`src/rtl/moving_average_crossover_region_unit_macros.svh`:
```
// Assertion macros shared by the moving average crossover region RTL.
`ifndef MOVING_AVERAGE_CROSSOVER_REGION_UNIT_MACROS_SVH
`define MOVING_AVERAGE_CROSSOVER_REGION_UNIT_MACROS_SVH

// Check a consequence in the same cycle as its cause.
`define MACR_ASSERT_SAME(label, clk, rst_n, ante, cons, msg) \
    label: assert property (@(posedge clk) disable iff (!rst_n) (ante) |-> (cons)) \
        else $error(msg);

// Check a consequence in the cycle after its cause.
`define MACR_ASSERT_NEXT(label, clk, rst_n, ante, cons, msg) \
    label: assert property (@(posedge clk) disable iff (!rst_n) (ante) |=> (cons)) \
        else $error(msg);

`endif

```
`src/rtl/macr_div.sv`:
```
// Restoring divider that yields one quotient bit per cycle.
`timescale 1ns / 1ps

module macr_div #(
    parameter int DIVIDEND_BITS = 40,
    parameter int DIVISOR_BITS  = 9,
    parameter int QUO_BITS      = 32
) (
    input  logic                     i_clk,
    input  logic                     i_rst_n,
    input  logic                     i_start,
    input  logic [DIVIDEND_BITS-1:0] i_dividend,
    input  logic [DIVISOR_BITS-1:0]  i_divisor,
    output logic                     o_busy,
    output logic [QUO_BITS-1:0]      o_quotient
);

    localparam int CNT_BITS = $clog2(QUO_BITS + 1);

    logic [CNT_BITS-1:0]     r_cnt;
    logic [CNT_BITS-1:0]     n_cnt;
    logic [DIVISOR_BITS-1:0] r_rem;
    logic [DIVISOR_BITS-1:0] n_rem;
    logic [DIVISOR_BITS-1:0] r_dvs;
    logic [QUO_BITS-1:0]     r_shift;
    logic [QUO_BITS-1:0]     n_shift;
    logic [DIVISOR_BITS:0]   trial;
    logic [DIVISOR_BITS:0]   diff;
    logic                    fits;

    // Shift in the next dividend bit and try the subtract
    always_comb begin
        trial = {r_rem, r_shift[QUO_BITS-1]};
        diff  = trial - {1'b0, r_dvs};
        fits  = (trial >= {1'b0, r_dvs});
        n_rem   = fits ? diff[DIVISOR_BITS-1:0] : trial[DIVISOR_BITS-1:0];
        n_shift = {r_shift[QUO_BITS-2:0], fits};
        n_cnt   = r_cnt - CNT_BITS'(1);
    end

    // Step counter
    always_ff @(posedge i_clk) begin
        if (!i_rst_n) begin
            r_cnt <= '0;
        end else if (i_start) begin
            r_cnt <= CNT_BITS'(QUO_BITS);
        end else if (r_cnt != '0) begin
            r_cnt <= n_cnt;
        end
    end

    // Remainder and quotient datapath; upper dividend bits already lie below the divisor
    always_ff @(posedge i_clk) begin
        if (i_start) begin
            r_rem   <= DIVISOR_BITS'(i_dividend[DIVIDEND_BITS-1:QUO_BITS]);
            r_shift <= i_dividend[QUO_BITS-1:0];
            r_dvs   <= i_divisor;
        end else if (r_cnt != '0) begin
            r_rem   <= n_rem;
            r_shift <= n_shift;
        end
    end

    assign o_busy     = (r_cnt != '0);
    assign o_quotient = r_shift;

endmodule

```
`config.mk`:
```
export PLATFORM = sky130hd
export DESIGN_NAME = macr_div
export DESIGN_NICKNAME = d
export VERILOG_FILES = /design/src/rtl/moving_average_crossover_region_unit_macros.svh /design/src/rtl/macr_div.sv
export SDC_FILE = /design/constraint.sdc
export NUM_CORES = 1
export LEC_CHECK = 0
export ABC_AREA = 1
export BUFFER_PORTS_ARGS = -buffer_cell sky130_fd_sc_hd__buf_2
export CORE_ASPECT_RATIO = 0.8
export CORE_MARGIN = 5
export CORE_UTILIZATION = 54
export DETAILED_ROUTE_END_ITERATION = 6
export GPL_TIMING_DRIVEN = 0
export PLACE_DENSITY = 0.86
export SETUP_SLACK_MARGIN = 0.15
export SYNTH_ARGS = -nofsm -noshare
export SYNTH_HDL_FRONTEND = slang
export SYNTH_SLANG_ARGS = --single-unit
```
`constraint.sdc`:
```
create_clock -name i_clk -period 4.8 [get_ports i_clk]
set_input_delay 0.48 -clock i_clk [delete_from_list [all_inputs] [get_ports i_clk]]
set_output_delay 0.48 -clock i_clk [all_outputs]
set_load 0.02 [all_outputs]
```
==> impl_metrics.env <==
export IMPL_dpl_cell_area_mm2=0.00343
export IMPL_final_net_count=500
export IMPL_min_path_cells=1
export IMPL_clk_path_buf_depth=2
export IMPL_drc_errors=0
export IMPL_min_to="r_dvs[5]"
export IMPL_final_common_cell="nand2_1"
export IMPL_hold_viol_final=0
export IMPL_die_h_um=75.7
export IMPL_clk_pin_slew_ns=0.11
export IMPL_fin_tns_setup_ns=0
export IMPL_wirelength_mm=7.08
export IMPL_core_area_mm2=0.00512
export IMPL_ant_nets=0
export IMPL_vias=2540
export IMPL_die_w_um=92.1
export IMPL_cp_cell_sequence="inv_1 > ha_1 > inv_1 > fa_1 > nand2_1 > nand3_2 > a21oi_1 > nand2_1 > nand3_1 > nand2_1"
export IMPL_hold_class="in2reg"
export IMPL_dr_pass1_iters=5
export IMPL_power_w=0.00193
export IMPL_grt_max_degree=37
export IMPL_clk_insertion_delay_late_ns=0.31
export IMPL_yosys_top_cells_area="edfxtp_1 (51%), nand2_1 (22%), dfxtp_1 (4.8%)"
export IMPL_fillers=404
export IMPL_grt_pass1_vias=2551
export IMPL_syn_to_final_growth_pct=21.8
export IMPL_hold_path_startpoint="i_divisor[5]"
export IMPL_finish_utilization=0.692
export IMPL_cts_made_buffers=5
export IMPL_max_cap_violations=0
export IMPL_track_usage=0.205
export IMPL_period_needed_ns=2.41
export IMPL_dp_hpwl_mm=5.27
export IMPL_synth_avg_cell_area_um2=8.43
export IMPL_skew_ns=0.00629
export IMPL_setup_viol=0
export IMPL_syn_nets=408
export IMPL_crit_required_ns=4.87
export IMPL_grt_ovfl_total=0
export IMPL_p_leak_nw=1.85
export IMPL_tightest_slew_ns=0.617
export IMPL_cts_tree="built"
export IMPL_num_io_pins=85
export IMPL_synth_seq_cells=56
export IMPL_critPathLaunchType="flop"
export IMPL_end_kind="flop"
export IMPL_die_area_mm2=0.00696
export IMPL_irDropWorstVdd_mv=0.284
export IMPL_htree_levels=2
export IMPL_cts_root_buf="clkbuf_8"
export IMPL_period_share=0.502
export IMPL_ctsHoldBuffers=0
export IMPL_portBuffers=84
export IMPL_drv_slew=0
export IMPL_slowest_stage="a21oi_1"
export IMPL_final_cells=500
export IMPL_placedCellCount=492
export IMPL_ctsResizeCount=0
export IMPL_start_util=0.568
export IMPL_grt_setup_unrepaired="no"
export IMPL_yosysWarnings=0
export IMPL_wl_per_cell_um=14.2
export IMPL_drtIter0Drc=182
export IMPL_final_cell_mix="nand2_1 (167), buf_2 (85), edfxtp_1 (49), inv_1 (35), nor2_1 (17)"
export IMPL_via_per_inst=5.08
export IMPL_arrival_ns=2.48
export IMPL_antenna_found_initial=0
export IMPL_drive_gt1_frac=0.233
export IMPL_slew_headroom=0.589
export IMPL_crit_type="reg2reg"
export IMPL_grt_pass1_wl_mm=11.1
export IMPL_critPathMaxFanout=6
export IMPL_r2r_end="r_rem[5]"
export IMPL_regToRegSetupSlack_ns=2.39
export IMPL_synth_distinct_cells=25
export IMPL_status="finished, final reports clean"
export IMPL_slowest_delay_ns=0.51
export IMPL_seq_area_frac_synth=0.554
export IMPL_antenna_cells=0
export IMPL_synthCells=345
export IMPL_synth_top_area_frac=0.506
export IMPL_design_area_mm2=0.00354
export IMPL_reg2reg_from="o_quotient[31]"
export IMPL_gp_congestion=0.873
export IMPL_reg2regPathDepth=10
export IMPL_row_count=23
export IMPL_post_cts_buffers=0
export IMPL_power_density_mw_per_mm2=544
export IMPL_clock_sinks=56
export IMPL_synth_cell_area_mm2=0.00291
export IMPL_synth_largest_area_cell="edfxtp_1"
export IMPL_max_freq_mhz=415
export IMPL_timing_critical_path_mode_cell="nand2_1"
[flip-flops by register name, summed over array words and instances, names as in the netlist]
| name | count |
|---|---|
| o_quotient | 32 |
| r_cnt | 6 |
| r_dvs | 9 |
| r_rem | 9 |
[cells in the mapped netlist, drive strengths merged]
cell    number
nand2      171
edfxtp      49
inv         35
nand3       18
nor2        18
a21oi       10
ha          10
clkbuf       8
dfxtp        7
o21ai        5
xnor2        4
buf          2
nand4        2
clkinv       1
fa           1
nand3b       1
nor3         1
o21a         1
or2          1
[layout make-up]
type                    instances  area (um^2)  share of cell area
clock buffers                   6         72.6              0.0205
repair buffers                 85          440               0.124
inverters                      36          135              0.0381
plain buffers                  10         46.3              0.0131
well taps                      62         77.6              0.0219
multi-input cells             243         1120               0.316
flip-flops and latches         56         1610               0.455
clock inverters                 2         38.8              0.0109
[worst max-delay path by stage]
stage | start | to | slack [ns] | depth (start not counted)
floorplan | i_start | o_quotient[0] | 2.19 | 4
global placement | i_start | o_quotient[8] | 1.21 | 5
detailed placement | i_start | r_rem[6] | 2.48 | 6
CTS | o_quotient[31] | r_rem[5] | 2.43 | 10
global route | o_quotient[31] | r_rem[3] | 2.29 | 10
finish | o_quotient[31] | r_rem[5] | 2.39 | 10
[kinds of logic after synthesis]
| group | Yosys count | synth area share |
|---|---|---|
| xor gates and xnor gates | 4 | 0.0120 |
| and+or+nand+nor | 212 | 0.293 |
| buffers and inverters | 46 | 0.0624 |
| adders and majority gates | 11 | 0.0499 |
| AOI/OAI and AO/OA | 16 | 0.0284 |
| DFF | 56 | 0.554 |
[per-layer routing]
metal	up-vias	track usage	routed length (um)
li1	1275	-	-
met1	1141	0.240	2780
met2	107	0.360	3520
met3	17	0.0622	642
met4	0	0.0873	138
met5	-	0	0
[worst max-delay path: cells and delay by family, from the launching register on]
| kind | cells | cell delay, ns |
|---|---|---|
| simple gates | 5 | 0.53 |
| compound gates | 1 | 0.51 |
| flops | 1 | 0.39 |
| fa+ha+maj | 2 | 0.57 |
| buf+inv | 2 | 0.16 |
[metrics by stage]
stage	setup WS (ns)	hold slack, ns
floorplan	2.19	0.422
global placement	1.21	0.436
detailed placement	2.48	0.442
CTS	2.43	0.329
global route	2.29	0.321
finish	2.39	0.333
[power breakdown]
group | switching (W) | internal [W] | total [W]
clock | 0.000160 | 0.000158 | 0.000318
sequential | 0.0000752 | 0.000693 | 0.000768
combinational | 0.000543 | 0.000299 | 0.000842
total | 0.000778 | 0.00115 | 0.00193
Power figures use the tool's default switching activity.
